**src/hw/rtl/grc_pkg.sv**
```systemverilog
// ----------------------------------------------------------------------------
// grc_pkg
// Shared constants and interface types of the grid ray caster.
// ----------------------------------------------------------------------------
package grc_pkg;

	// grid and world geometry
	localparam int MAP_SIDE   = 64;
	localparam int CELL_SIZE  = 64;
	localparam int MAP_BITS   = $clog2(MAP_SIDE);
	localparam int ADDR_BITS  = 2 * MAP_BITS;
	localparam int CFG_W      = 7;

	// one cell in world units with 8 fraction bits, a power of two
	localparam int C256       = CELL_SIZE * 256;
	localparam int C256_SHIFT = $clog2(C256);
	localparam int NUDGE      = C256 / 10;

	// angles and trig words
	localparam int FULL_TURN  = 5760;
	localparam int QUARTER    = 1440;
	localparam int ANG_W      = 13;
	localparam int ANG_BITS   = $clog2(QUARTER + 1);
	localparam int ONE_Q14    = 16384;
	localparam int TAB_W      = 15;
	localparam int TRIG_W     = TAB_W + 1;

	// datapath widths
	localparam int POS_W      = 40;
	localparam int DIST_W     = 21;
	localparam int DIST_MAX   = 2097151;
	localparam int MUL_OP_W   = DIST_W + 2;
	localparam int MUL_W      = 2 * MUL_OP_W;
	localparam int SQ_W       = 2 * DIST_W + 2;
	localparam int DIV_DW     = TAB_W + 1;
	localparam int DIV_NW     = C256_SHIFT + TAB_W + 1;

	// face codes
	localparam logic [1:0] SIDE_HN = 2'd0;
	localparam logic [1:0] SIDE_HP = 2'd1;
	localparam logic [1:0] SIDE_VN = 2'd2;
	localparam logic [1:0] SIDE_VP = 2'd3;

	// register indexes
	localparam logic REG_MAP_WIDTH  = 1'b0;
	localparam logic REG_MAP_HEIGHT = 1'b1;

	typedef struct packed {
		logic              start;
		logic [DIV_NW-1:0] num;
		logic [DIV_DW-1:0] den;
	} div_req_t;

	typedef struct packed {
		logic              done;
		logic [DIV_NW-1:0] quot;
	} div_rsp_t;

	typedef struct packed {
		logic            start;
		logic [SQ_W-1:0] val;
	} sqrt_req_t;

	typedef struct packed {
		logic            done;
		logic [SQ_W-1:0] root;
	} sqrt_rsp_t;

	typedef struct packed {
		logic                 en;
		logic [ADDR_BITS-1:0] addr;
		logic                 data;
	} map_wr_t;

endpackage

```
**src/hw/rtl/grc_sqrt.sv**
```systemverilog
// ----------------------------------------------------------------------------
// grc_sqrt
// Truncating integer square root, one result bit per cycle.
// ----------------------------------------------------------------------------
module grc_sqrt import grc_pkg::*; (
	input  logic      clk,
	input  logic      arst_n,
	input  sqrt_req_t req,
	output sqrt_rsp_t rsp
);

	logic            busy_q;
	logic            done_q;
	logic [SQ_W-1:0] v_q;
	logic [SQ_W-1:0] res_q;
	logic [SQ_W-1:0] bit_q;
	logic [SQ_W-1:0] trial;
	logic            fits;

	always_comb begin
		trial = res_q + bit_q;
		fits  = v_q >= trial;
	end

	// control
	always_ff @(posedge clk or negedge arst_n) begin
		if (!arst_n) begin
			busy_q <= 1'b0;
			done_q <= 1'b0;
		end else begin
			done_q <= 1'b0;
			if (req.start) begin
				busy_q <= 1'b1;
			end else if (busy_q && bit_q[0]) begin
				busy_q <= 1'b0;
				done_q <= 1'b1;
			end
		end
	end

	// datapath
	always_ff @(posedge clk) begin
		if (req.start) begin
			v_q   <= req.val;
			res_q <= '0;
			bit_q <= SQ_W'(1) << (SQ_W - 2);
		end else if (busy_q) begin
			if (fits) begin
				v_q   <= v_q - trial;
				res_q <= (res_q >> 1) + bit_q;
			end else begin
				res_q <= res_q >> 1;
			end
			bit_q <= bit_q >> 2;
		end
	end

	assign rsp.done = done_q;
	assign rsp.root = res_q;

endmodule

```
**config.mk**
```make
export PLATFORM = sky130hd
export DESIGN_NAME = grc_sqrt
export DESIGN_NICKNAME = d
export VERILOG_FILES = /design/src/hw/rtl/grc_pkg.sv /design/src/hw/rtl/grc_sqrt.sv
export SDC_FILE = /design/constraint.sdc
export NUM_CORES = 1
export LEC_CHECK = 0
export BUFFER_PORTS_ARGS = -buffer_cell sky130_fd_sc_hd__buf_4
export CORE_ASPECT_RATIO = 1.25
export CORE_MARGIN = 2
export CORE_UTILIZATION = 30
export DETAILED_ROUTE_END_ITERATION = 10
export HOLD_SLACK_MARGIN = 0.06
export PLACE_DENSITY = 0.48
export SYNTH_ARGS = -nofsm -noshare
export SYNTH_HDL_FRONTEND = slang
export SYNTH_SLANG_ARGS = --single-unit
```
**constraint.sdc**
```tcl
create_clock -name clk -period 7.62 [get_ports clk]
set_clock_uncertainty 0.1 [all_clocks]
set_input_delay 0.381 -clock clk [delete_from_list [all_inputs] [get_ports clk]]
set_output_delay 0.381 -clock clk [all_outputs]
set_load 0.005 [all_outputs]
```
# After elaboration in Yosys (flattened, before gate mapping)
# Cells that the tools add are included.
# totals
reg_bits	112
input_bits	47
# op_classes
add_sub_neg	3
magnitude_cmp	1
n_mux	8
reduce_logical	5
# op_table
operator	n
two-way mux 44 bit	4
adder 43 x 43 -> 44 bit	1
adder 44 x 43 -> 44 bit	1
>= comparator 44 bit	1
subtractor 44 bit	1
nonzero test 2 bit	3
two-way mux 1 bit	4
AND reduction 2 bit	1
logical AND 1 bit	1

# Depth between registers and ports, before layout
# depth
depth_word	5
ltp_mapped	25

# Worst setup path before layout
# No wires, ideal clock.
# synth_path
kind	reg-to-reg
startpoint	reg res_q[2]
endpoint	reg v_q[0] (enable)
setup_ns	0.506
t_arrival_ns	7.437
setup_slack_ns	-0.424
path_stages_with_launch	23
n_path_buf	4
cell_sequence	dfxtp_1 ha_1 a31oi_1 o21ai_1 a22oi_2 a21oi_1 o41ai_2 o31ai_4 a31oi_1 o21ai_1 xnor2_1 ha_1 buf_2 and4_1 and3_1 and4_1 and3b_1 o21ai_1 o21a_1 buf_6 buf_6 buf_4 o21ai_0
# synth_between
elab_chain_cells	4
# synth_lines
element	line_no	text
start, declared	grc_sqrt.sv:15	logic [SQ_W-1:0] res_q;
start signal, assigned	grc_sqrt.sv:50	res_q <= (res_q >> 1) + bit_q;
start signal, assigned	grc_sqrt.sv:52	res_q <= res_q >> 1;
adder 44 x 43 -> 44 bit	grc_sqrt.sv:21	trial = res_q + bit_q;
>= comparator 44 bit	grc_sqrt.sv:22	fits = v_q >= trial;
nonzero test 2 bit (no source line)	n/a	
AND reduction 2 bit (no source line)	n/a	
end signal, assigned	grc_sqrt.sv:44	v_q <= req.val;
end signal, assigned	grc_sqrt.sv:49	v_q <= v_q - trial;
end, declared	grc_sqrt.sv:14	logic [SQ_W-1:0] v_q;
# No other way between the ends.
# A chain may end at the register's enable or synchronous reset.

# Worst setup path after layout
# layout_path
startpoint	reg res_q[2]
endpoint	reg v_q[9] (enable)
# Same word-level chain as after synthesis.

==> results.py <==
metrics = {
    "setup_path": {
        "reg2reg_to": "v_q[9]",
        "cp_num_cells": 20,
        "crit_buf_inv": 2,
        "ff2ff_setup_slack_ps": 1600,
        "setup.worst_path.start_class": "register",
        "crit_path_max_fanout": 47,
        "critPathCaptureType": "register",
        "required_ps": 7520,
        "worstSetupStartpoint": "res_q[2]",
        "critPathTopFamily": "compound AO/OA/AOI/OAI gates",
        "reg2reg_depth": 20,
        "cp.arrival_ps": 5920,
        "crit_type": "register to register",
        "slowest_stage": "o41ai_2",
        "slowest_delay_ps": 570,
        "crit_end": "v_q[9]",
        "r2r_start": "res_q[2]",
        "crit_top_cell": "o21ai_1",
        "worstPathCellList": "ha_1 > a31oi_1 > o21ai_1 > a22oi_2 > a21oi_1 > o41ai_2 > o31ai_4 > a31oi_1 > o21ai_1 > xnor2_1 > ha_1 > and4_1 > and3_1 > and4_1 > and3b_1 > o21ai_1 > o21a_1 > buf_4 > o21ai_4 > buf_4",
    },
    "synth": {
        "synth_nets": 1355,
        "syn_area_per_cell_um2": 8.15,
        "syn_inst": 1217,
        "ys_warn_count": 0,
        "synth_flop_cell": "dfxtp_1",
        "synthDistinctLibCells": 79,
        "ys_ff_latch": 112,
        "synthArstFlopShare_pct": 1.79,
        "synth_area_mm2": 0.00991,
        "synth_edf_count": 44,
        "seq_area_frac_synth_pct": 27.2,
    },
    "route": {
        "dr.first_iter.drc_count": 558,
        "drt_first_pass_iters": 6,
        "vias": 9112,
        "ant_nets": 0,
        "vias_per_cell": 5.39,
        "post_drt_wl_per_cell_um": 17.7,
        "drt_wl_total_um": 30000,
        "drc": 0,
    },
    "timing": {
        "hold_violations": 0,
        "relSlewSlack_pct": 46.7,
        "period_minus_slack_ps": 6020,
        "rsz0062_at_grt": "false",
        "holdWs_ps": 170,
        "finalWorstSetupSlack_ps": 1600,
        "maxSlewViolCount": 0,
        "finalSetupViolCount": 0,
        "tightest_slew_ps": 800,
        "setup_tns_ps": 0,
        "fin_crit_sh_pct": 79.0,
        "max_clock_freq_ghz": 0.166,
    },
    "global_routing": {
        "grtUsageTotal_pct": 17.3,
        "grt_pass1_vias": 8952,
        "grt_pass1_wl_um": 48300,
        "use_met3_pct": 2.36,
        "antenna_found_initial": 0,
        "grt-busiest-layer": "met2",
        "overflow": 0,
        "met1_usage_pct": 20.6,
        "grt_max_degree": 66,
        "use_met2_pct": 32.5,
    },
    "floorplan": {
        "dieArea_mm2": 0.0345,
        "die_w_um": 167,
        "dieHeight_um": 207,
        "initial_core_util_pct": 30.4,
        "coreArea_mm2": 0.0326,
        "ios": 92,
        "num_rows": 74,
    },
    "place": {
        "portBuffers": 91,
        "gp_congestion": 0.901,
        "dp_hpwl_um": 23200,
        "place_ws_ps": 1640,
        "place_area_mm2": 0.0109,
    },
    "cts": {
        "cts_buffers": 9,
        "cts-htree-levels": 3,
        "cts_root_buffer": "clkbuf_16",
        "clkTransAtPathRegs_ps": 90,
        "cts_tree": "yes",
        "clk_latency_ps": 380,
        "ctsResizeCount": 0,
        "clock_path_buffers": 2,
        "cts.sinks": 112,
    },
    "layout": {
        "mostFrequentLayoutCells": "135 x nand2_1, 112 x nor2_1, 99 x buf_4",
        "diodes": 0,
        "drive_above_1_share_pct": 11.5,
        "syn_to_final_growth_pct": 13.4,
        "fin_area_mm2": 0.0112,
        "mostFrequentLayoutCell": "nand2_1",
        "nets": 1407,
    },
    "hold_path": {
        "hold_depth": 3,
        "hold_class": "input pin to register",
        "holdCritStartpoint": "req[42]",
    },
    "power_and_ir_drop": {
        "irDropWorstVdd_mv": 0.168,
        "power.density_mw_per_mm2": 374,
        "p_leak_nw": 4.63,
    },
    "status": {
        "status": "complete, no violations",
    },
    "run": {
        "cap_viol_max_count": 0,
    },
}
## Yosys cell counts (all sizes together) (25+ instances only)
cell type  number  area [µm²]
dfxtp          66        1320
o21ai         126         642
xnor2          45         394
ha             90        1130
nand2         135         507
mux2i          34         340
nor2          112         420
a21o           27         203
xor2           48         420
a211oi         25         203
inv            33         124
clkbuf         39         146
a31oi          44         288
edfxtp         44        1320
a21oi          77         400
## cell type report
type,instances,area [µm²]
well taps,418,523
repair buffers,100,753
clock buffers,10,239
fillers,3517,21300
flip-flops and latches,112,2700
multi-input cells,1013,6840
inverters,33,124
clock inverters,6,65.1
## how the worst min path moves through the flow
stage,slack [ps],to
global route,180,v_q[5]
detailed placement,70,done_q
finish,170,v_q[42]
floorplan,-10,busy_q
CTS,160,v_q[42]
global placement,70,done_q
## registers in the layout (all words and copies together) (netlist names)
name and count:
busy_q 1, done_q 1, res_q 44, bit_q 22
v_q 44
## worst min-delay path: stages
cell and delay (ps):
buf_4 70, nand2_1 40, o31ai_1 50
## logic make-up after synthesis
group | after synthesis | synth area share (%)
AO/OA/AOI/OAI | 411 | 27.3
AND/OR/NAND/NOR | 379 | 17.7
flip-flops | 112 | 27.2
XOR/XNOR | 93 | 8.22
buffers and inverters | 92 | 3.99
adder cells (fa/ha/maj) | 91 | 11.6
multiplexers | 39 | 4.00
## report_power, final
part	switching [W]	internal [W]	total, W
Sequential	0.000186	0.000874	0.00106
Combinational	0.00157	0.00106	0.00263
Clock	0.000270	0.000245	0.000514
## layer usage
metal	wire length, µm	part of all wire (%)	vias to the layer above
met1	12900	43	4282
met5	0	0	-
li1	-	-	4641
met2	15600	52	155
met3	909	3.0	34
met4	632	2.1	0
## through the flow
step           utilization, %  std cells  total power [W]
3_5_place_dp             33.5       1675          0.00371
2_1_floorplan               -       1217          0.00301
3_3_place_gp             33.5       1675          0.00371
4_1_cts                  34.5       1692          0.00425
5_1_grt                  34.5       1692          0.00461
6_report                 34.5       1692          0.00420
## repair_timing
action,CTS,global route
setup buffers,0,0
endpoints found under the hold margin,2,0
hold buffers,1,0
Power figures use the tool's default switching activity.
