File: config.mk
export PLATFORM = sky130hd
export DESIGN_NAME = grc_div
export DESIGN_NICKNAME = d
export VERILOG_FILES = /design/src/hw/rtl/grc_pkg.sv /design/src/hw/rtl/grc_div.sv
export SDC_FILE = /design/constraint.sdc
export NUM_CORES = 1
export LEC_CHECK = 0
export ABC_AREA = 0
export BUFFER_PORTS_ARGS = -buffer_cell sky130_fd_sc_hd__buf_2
export CORE_MARGIN = 2
export CORE_UTILIZATION = 59
export DETAILED_ROUTE_END_ITERATION = 6
export GPL_TIMING_DRIVEN = 1
export PLACE_DENSITY = 0.85
export SYNTH_ARGS = -nofsm -noshare
export SYNTH_HDL_FRONTEND = slang
export SYNTH_SLANG_ARGS = --single-unit
File: constraint.sdc
create_clock -name clk -period 6.06 [get_ports clk]
set_input_delay 0.303 -clock clk [delete_from_list [all_inputs] [get_ports clk]]
set_output_delay 0.303 -clock clk [all_outputs]
set_load 0.03 [all_outputs]
File: src/hw/rtl/grc_pkg.sv
// ----------------------------------------------------------------------------
// grc_pkg
// Shared constants and interface types of the grid ray caster.
// ----------------------------------------------------------------------------
package grc_pkg;

	// grid and world geometry
	localparam int MAP_SIDE   = 64;
	localparam int CELL_SIZE  = 64;
	localparam int MAP_BITS   = $clog2(MAP_SIDE);
	localparam int ADDR_BITS  = 2 * MAP_BITS;
	localparam int CFG_W      = 7;

	// one cell in world units with 8 fraction bits, a power of two
	localparam int C256       = CELL_SIZE * 256;
	localparam int C256_SHIFT = $clog2(C256);
	localparam int NUDGE      = C256 / 10;

	// angles and trig words
	localparam int FULL_TURN  = 5760;
	localparam int QUARTER    = 1440;
	localparam int ANG_W      = 13;
	localparam int ANG_BITS   = $clog2(QUARTER + 1);
	localparam int ONE_Q14    = 16384;
	localparam int TAB_W      = 15;
	localparam int TRIG_W     = TAB_W + 1;

	// datapath widths
	localparam int POS_W      = 40;
	localparam int DIST_W     = 21;
	localparam int DIST_MAX   = 2097151;
	localparam int MUL_OP_W   = DIST_W + 2;
	localparam int MUL_W      = 2 * MUL_OP_W;
	localparam int SQ_W       = 2 * DIST_W + 2;
	localparam int DIV_DW     = TAB_W + 1;
	localparam int DIV_NW     = C256_SHIFT + TAB_W + 1;

	// face codes
	localparam logic [1:0] SIDE_HN = 2'd0;
	localparam logic [1:0] SIDE_HP = 2'd1;
	localparam logic [1:0] SIDE_VN = 2'd2;
	localparam logic [1:0] SIDE_VP = 2'd3;

	// register indexes
	localparam logic REG_MAP_WIDTH  = 1'b0;
	localparam logic REG_MAP_HEIGHT = 1'b1;

	typedef struct packed {
		logic              start;
		logic [DIV_NW-1:0] num;
		logic [DIV_DW-1:0] den;
	} div_req_t;

	typedef struct packed {
		logic              done;
		logic [DIV_NW-1:0] quot;
	} div_rsp_t;

	typedef struct packed {
		logic            start;
		logic [SQ_W-1:0] val;
	} sqrt_req_t;

	typedef struct packed {
		logic            done;
		logic [SQ_W-1:0] root;
	} sqrt_rsp_t;

	typedef struct packed {
		logic                 en;
		logic [ADDR_BITS-1:0] addr;
		logic                 data;
	} map_wr_t;

endpackage

File: src/hw/rtl/grc_div.sv
// ----------------------------------------------------------------------------
// grc_div
// Restoring unsigned divider, one quotient bit per cycle.
// ----------------------------------------------------------------------------
module grc_div import grc_pkg::*; (
	input  logic     clk,
	input  logic     arst_n,
	input  div_req_t req,
	output div_rsp_t rsp
);

	localparam int CNT_W = $clog2(DIV_NW + 1);

	logic              busy_q;
	logic              done_q;
	logic [CNT_W-1:0]  cnt_q;
	logic [DIV_NW-1:0] num_q;
	logic [DIV_DW-1:0] rem_q;
	logic [DIV_DW-1:0] den_q;
	logic [DIV_DW:0]   shifted;
	logic              fits;

	// trial subtract
	always_comb begin
		shifted = {rem_q, num_q[DIV_NW-1]};
		fits    = shifted >= {1'b0, den_q};
	end

	// control
	always_ff @(posedge clk or negedge arst_n) begin
		if (!arst_n) begin
			busy_q <= 1'b0;
			done_q <= 1'b0;
			cnt_q  <= '0;
		end else begin
			done_q <= 1'b0;
			if (req.start) begin
				busy_q <= 1'b1;
				cnt_q  <= CNT_W'(DIV_NW);
			end else if (busy_q) begin
				cnt_q <= cnt_q - CNT_W'(1);
				if (cnt_q == CNT_W'(1)) begin
					busy_q <= 1'b0;
					done_q <= 1'b1;
				end
			end
		end
	end

	// datapath, quotient shifts in behind the dividend
	always_ff @(posedge clk) begin
		if (req.start) begin
			num_q <= req.num;
			den_q <= req.den;
			rem_q <= '0;
		end else if (busy_q) begin
			num_q <= {num_q[DIV_NW-2:0], fits};
			rem_q <= fits ? DIV_DW'(shifted - {1'b0, den_q}) : shifted[DIV_DW-1:0];
		end
	end

	assign rsp.done = done_q;
	assign rsp.quot = num_q;

endmodule

== Yosys cells after proc, flatten, opt, wreduce, memory -nomap -nowiden ==
Cells that the tools add are included.

* Output and inout port bits: 31
* Bits of input ports: 49
* Word-level logic and storage cells: 22
* Register bits after elaboration: 69

* Add/subtract/negate cells: 2
* Reductions and logical operators: 1
* Mux-type cells: 11
* Equal/unequal tests: 1
* Order comparisons: 1

{| class="wikitable"
|+ Operators by type and width
! kind !! count
|-
| $mux 30 || 2
|-
| $ge 17x16->1 || 1
|-
| $mux 16 || 1
|-
| $sub 16x16->16 || 1
|-
| $mux 5 || 2
|-
| $mux 1 || 6
|-
| $eq 5x1->1 const B || 1
|-
| $sub 5x1->5 const B || 1
|-
| $reduce_bool 2->1 || 1
|}

== Longest topological paths before layout ==
* Depth in word-level cells: 4
* Depth in mapped cells: 10
* Mapped depth without buffers: 10

== Worst setup path after synthesis ==
Ideal clock, no wire load.

* Kind: reg-to-reg
* From: register num_q[29]
* To: register rem_q[12]
* Data arrival time: 2384 ps
* Clock period less this slack: 2530 ps
* Buffers on the path: 0
* Cell stages (with the launch flop): 11
* Data required time: 5914 ps
* Slack: 3530 ps
* Path through: edfxtp_1 inv_1 ha_1 inv_1 fa_1 a21o_1 a221oi_2 a2111oi_0 or3_1 o211ai_1 a311oi_2

* Word-level cells in the longest chain between the ends: 2
* Elaborated cells between the ends (all ways): 3
* Classes of those cells: add/sub (1); order compare (1); mux (1)

{| class="wikitable"
|+ RTL lines
! what !! RTL line !! source
|-
| from (decl) || grc_div.sv:17 || <nowiki>logic [DIV_NW-1:0] num_q;</nowiki>
|-
| from (signal assigned) || grc_div.sv:53 || <nowiki>num_q <= req.num;</nowiki>
|-
| from (signal assigned) || grc_div.sv:57 || <nowiki>num_q <= {num_q[DIV_NW-2:0], fits};</nowiki>
|-
| $sub 16x16->16 or $ge 17x16->1 (tied branches) || grc_div.sv:58, grc_div.sv:26 ||
|-
| $mux 16 (*) || grc_div.sv:58 || <nowiki>rem_q <= fits ? DIV_DW'(shifted - {1'b0, den_q}) : shifted[DIV_DW-1:0];</nowiki>
|-
| to (signal assigned) || grc_div.sv:58 ||
|-
| to (decl) || grc_div.sv:18 || <nowiki>logic [DIV_DW-1:0] rem_q;</nowiki>
|}

Mark *: on every way between the ends. The rest lies on a longest branch, timed or not.
A chain may end at the register's enable or synchronous reset.

== Final worst setup path ==
* From: register busy_q
* To: register num_q[5] (enable)

* Word-level cells in the longest chain between the ends: 1

{| class="wikitable"
|+ RTL lines
! what !! RTL line !! source
|-
| from (decl) || grc_div.sv:14 || <nowiki>logic busy_q;</nowiki>
|-
| from (signal assigned) || grc_div.sv:32 || <nowiki>busy_q <= 1'b0;</nowiki>
|-
| from (signal assigned) || grc_div.sv:38 || <nowiki>busy_q <= 1'b1;</nowiki>
|-
| from (signal assigned) || grc_div.sv:43 || <nowiki>busy_q <= 1'b0;</nowiki>
|-
| $reduce_bool 2->1 (no line) || - ||
|}

Every way passes these cells.

==> flow_metrics.env <==
export IMPL_power_density_mw_per_mm2=350
export IMPL_antenna_found_initial=0
export IMPL_die_y_um=85.2
export IMPL_track_usage=0.251
export IMPL_internal_power_uw=993
export IMPL_ir_drop_uv=185
export IMPL_r2r_end="num_q[5]$_DFFE_PP_"
export IMPL_n_antenna_cell=0
export IMPL_drt_pass1_iterations=5
export IMPL_drtIter0Drc=375
export IMPL_min_path_cells=1
export IMPL_ant_nets=0
export IMPL_wl_mm=8.86
export IMPL_wl_per_cell_um=17.3
export IMPL_syn_area_sq_mm=0.00389
export IMPL_post_cts_buffers=0
export IMPL_setup_viol=0
export IMPL_outcome="finished, final reports clean"
export IMPL_worst_slew_pin_slew_ns=1.25
export IMPL_grtUsageMet1=0.313
export IMPL_yosysTopAreaCell="edfxtp_1"
export IMPL_layout_nets=498
export IMPL_seq_area_frac_synth=0.482
export IMPL_synthFlopType="edfxtp_1"
export IMPL_start_kind="flip-flop"
export IMPL_area_growth_pct=15.7
export IMPL_post_route_min_period_ns=2.82
export IMPL_r2r_start="busy_q$_DFF_PN0_"
export IMPL_clk_insertion_delay_late_ns=0.35
export IMPL_synth_compound_area_frac=0.157
export IMPL_cts_hold_buf=1
export IMPL_grtUsageMet3=0.0788
export IMPL_required_ns=6.02
export IMPL_coreArea_sq_mm=0.00635
export IMPL_synth_seq_cells=69
export IMPL_place_congestion=0.980
export IMPL_p_seq_frac=0.394
export IMPL_ys_top_cells_by_area="edfxtp_1 35%, mux2_2 8.7%, dfxtp_1 8.2%"
export IMPL_h_tree_depth=3
export IMPL_worstSetupPathType="flip-flop to flip-flop"
export IMPL_cts_root_buf="clkbuf_8"
export IMPL_min_to="den_q[7]$_DFFE_PP_"
export IMPL_rows=29
export IMPL_synth_top_area_share=0.355
export IMPL_syn_nets=425
export IMPL_synth_fa_ha_area_frac=0.0630
export IMPL_finalCoreUtilization=0.709
export IMPL_layout_drive_gt1_share=0.324
export IMPL_initial_core_util=0.613
export IMPL_synth_cells=357
export IMPL_grt_max_degree=60
export IMPL_p_comb_frac=0.370
export IMPL_cts_buffers=9
export IMPL_grt_busiest_layer="met2"
export IMPL_synth_top_family_by_area="compound AO/OA/AOI/OAI gates"
export IMPL_setup_worst_path_end_class="flip-flop"
export IMPL_relSlewSlack=0.166
export IMPL_leakagePower_nw=1.97
export IMPL_cts_tree="yes"
export IMPL_yosysUniqueCellTypes=67
export IMPL_holdCritStartpoint="req[7]"
export IMPL_r2r_cells=2
export IMPL_cts_resized=0
export IMPL_cp_max_fo=33
export IMPL_maxCapViolCount=0
export IMPL_rsz0062_at_grt="false"
export IMPL_dieWidth_um=85.2
export IMPL_io_pins=80
export IMPL_max_clock_freq_ghz=0.355
export IMPL_min_path_type="primary input to flip-flop"
export IMPL_cts_sinks=69
export IMPL_vias_per_cell=6.08
export IMPL_arrival_ns=2.78
export IMPL_async_flop_share=0.101
export IMPL_grt_pass1_wl_mm=14.2
export IMPL_swShare=0.370
export IMPL_drc=0
export IMPL_yosysWarnings=0
export IMPL_yosys_area_share_simple=0.136
export IMPL_first_global_vias=3055
export IMPL_rrSetupSlack_ns=3.24
export IMPL_io_buffer_count=79
export IMPL_muxShareOfSynthArea=0.0868
export IMPL_min_period_over_period=0.465
export IMPL_switchingPower_uw=584
export IMPL_vias=3113
export IMPL_cts_reportedPaths_clkPinSlew_ns=0.07
export IMPL_p_clk_frac=0.236
export IMPL_cts_buffer_depth=2
export IMPL_hold_viol=0
export IMPL_fin_tns_setup_ns=0
export IMPL_synth_xor_area_frac=0.0293
export IMPL_die_area_sq_mm=0.00726
export IMPL_clock_skew_ns=0.0118
export IMPL_dp_hpwl_mm=6.09
export IMPL_grtUsageMet2=0.408
export IMPL_avgSynthCellArea_sq_um=10.9
export IMPL_synth_edff_count=46
export IMPL_gr_total_overflow=0
export IMPL_report_final_slew_viol_count=0
-- critical path, cell delays in order, from the launching register on --
cell     delay, ns
dfrtp_1       1.00
inv_1         0.40
nand2_1       1.02
-- power groups by stage --
stage / combinational, mW / sequential [mW] / clock, mW
after floorplan: 0.394 / 0.663 / 0
after global placement: 0.552 / 0.626 / 0
after detailed placement: 0.568 / 0.629 / 0
after CTS: 0.575 / 0.620 / 0.376
after global routing: 0.636 / 0.627 / 0.395
final: 0.584 / 0.621 / 0.372
-- how the worst max path moves through the flow --
stage	from	to	cells past startpoint	slack [ns]
after floorplan	num_q[29]$_DFFE_PP_	rem_q[12]$_SDFFE_PP0P_	10	3.53
after CTS	busy_q$_DFF_PN0_	num_q[5]$_DFFE_PP_	2	3.25
after global routing	busy_q$_DFF_PN0_	num_q[4]$_DFFE_PP_	2	3.01
after detailed placement	busy_q$_DFF_PN0_	num_q[7]$_DFFE_PP_	2	3.26
final	busy_q$_DFF_PN0_	num_q[5]$_DFFE_PP_	2	3.24
after global placement	busy_q$_DFF_PN0_	num_q[10]$_DFFE_PP_	2	3.41
-- layout by cell type (no fill, tap or decap), types with 2 or more instances in the layout --
cell / count
clkbuf_8: 9
xor2_1: 4
a21oi_1: 16
inv_1: 21
buf_4: 2
a311oi_2: 2
and3_1: 10
a311oi_1: 7
nand2_1: 25
a31oi_1: 4
edfxtp_1: 46
nand2_2: 2
a2111oi_0: 3
xnor2_1: 9
buf_2: 79
nand4_1: 2
o21ai_0: 9
mux2_2: 30
clkinv_4: 2
nand2b_1: 5
nor2b_1: 3
ha_1: 18
nand3_1: 15
nor2_1: 23
a21o_1: 4
and2_1: 2
nor3_1: 5
dfxtp_1: 16
o31ai_1: 4
o21ai_1: 6
a211o_1: 2
nor4_1: 3
o211ai_1: 2
nand4b_1: 2
dfrtp_1: 7
-- state kept, by name (all words and copies together) (netlist names) --
signal / count
num_q: 30
busy_q: 1
cnt_q: 5
rem_q: 16
den_q: 16
done_q: 1
-- per-stage QoR --
step	hold WS, ns	instance area [sq um]	std cells	worst slack [ns]	total power, mW
after floorplan	0.00741	3890	357	3.53	1.06
after detailed placement	0.147	4300	495	3.26	1.20
after CTS	0.115	4500	512	3.25	1.57
after global placement	0.140	4300	495	3.41	1.18
final	0.127	4500	512	3.24	1.58
after global routing	0.114	4500	512	3.01	1.66
-- cells by family after synthesis --
group | after synthesis
mux | 30
xor+xnor | 13
compound gates | 80
buf+inv | 42
flops | 69
simple gates | 104
fa+ha+maj | 19
-- synthesized netlist by cell type, drive strengths merged (3+ instances only) --
cell type,instances
o21ai,16
xnor2,9
a2111oi,3
inv,22
mux2,30
nand2b,5
xor2,4
nand3,15
nand4,3
nand2,27
nor2b,3
buf,8
nor3,6
ha,18
and3,10
clkbuf,12
a21oi,16
a311oi,9
a21o,5
nor4,3
a31oi,4
nor2,23
dfxtp,16
edfxtp,46
o31ai,4
dfrtp,7
-- cell type report --
cell class              instances  area (sq um)
well taps                      77          96.3
fillers                       478          1850
clock buffers                  10           128
inverters                      22          82.6
repair buffers                 82           420
flip-flops and latches         69          1880
clock inverters                 6          63.8
multi-input cells             246          1840
-- metal layers --
layer	vias to the layer above	part of all wire
li1	1484	-
met1	1471	0.41
met2	131	0.50
met3	27	0.064
met4	0	0.024
met5	-	0
(Power assumes the default switching activity.)
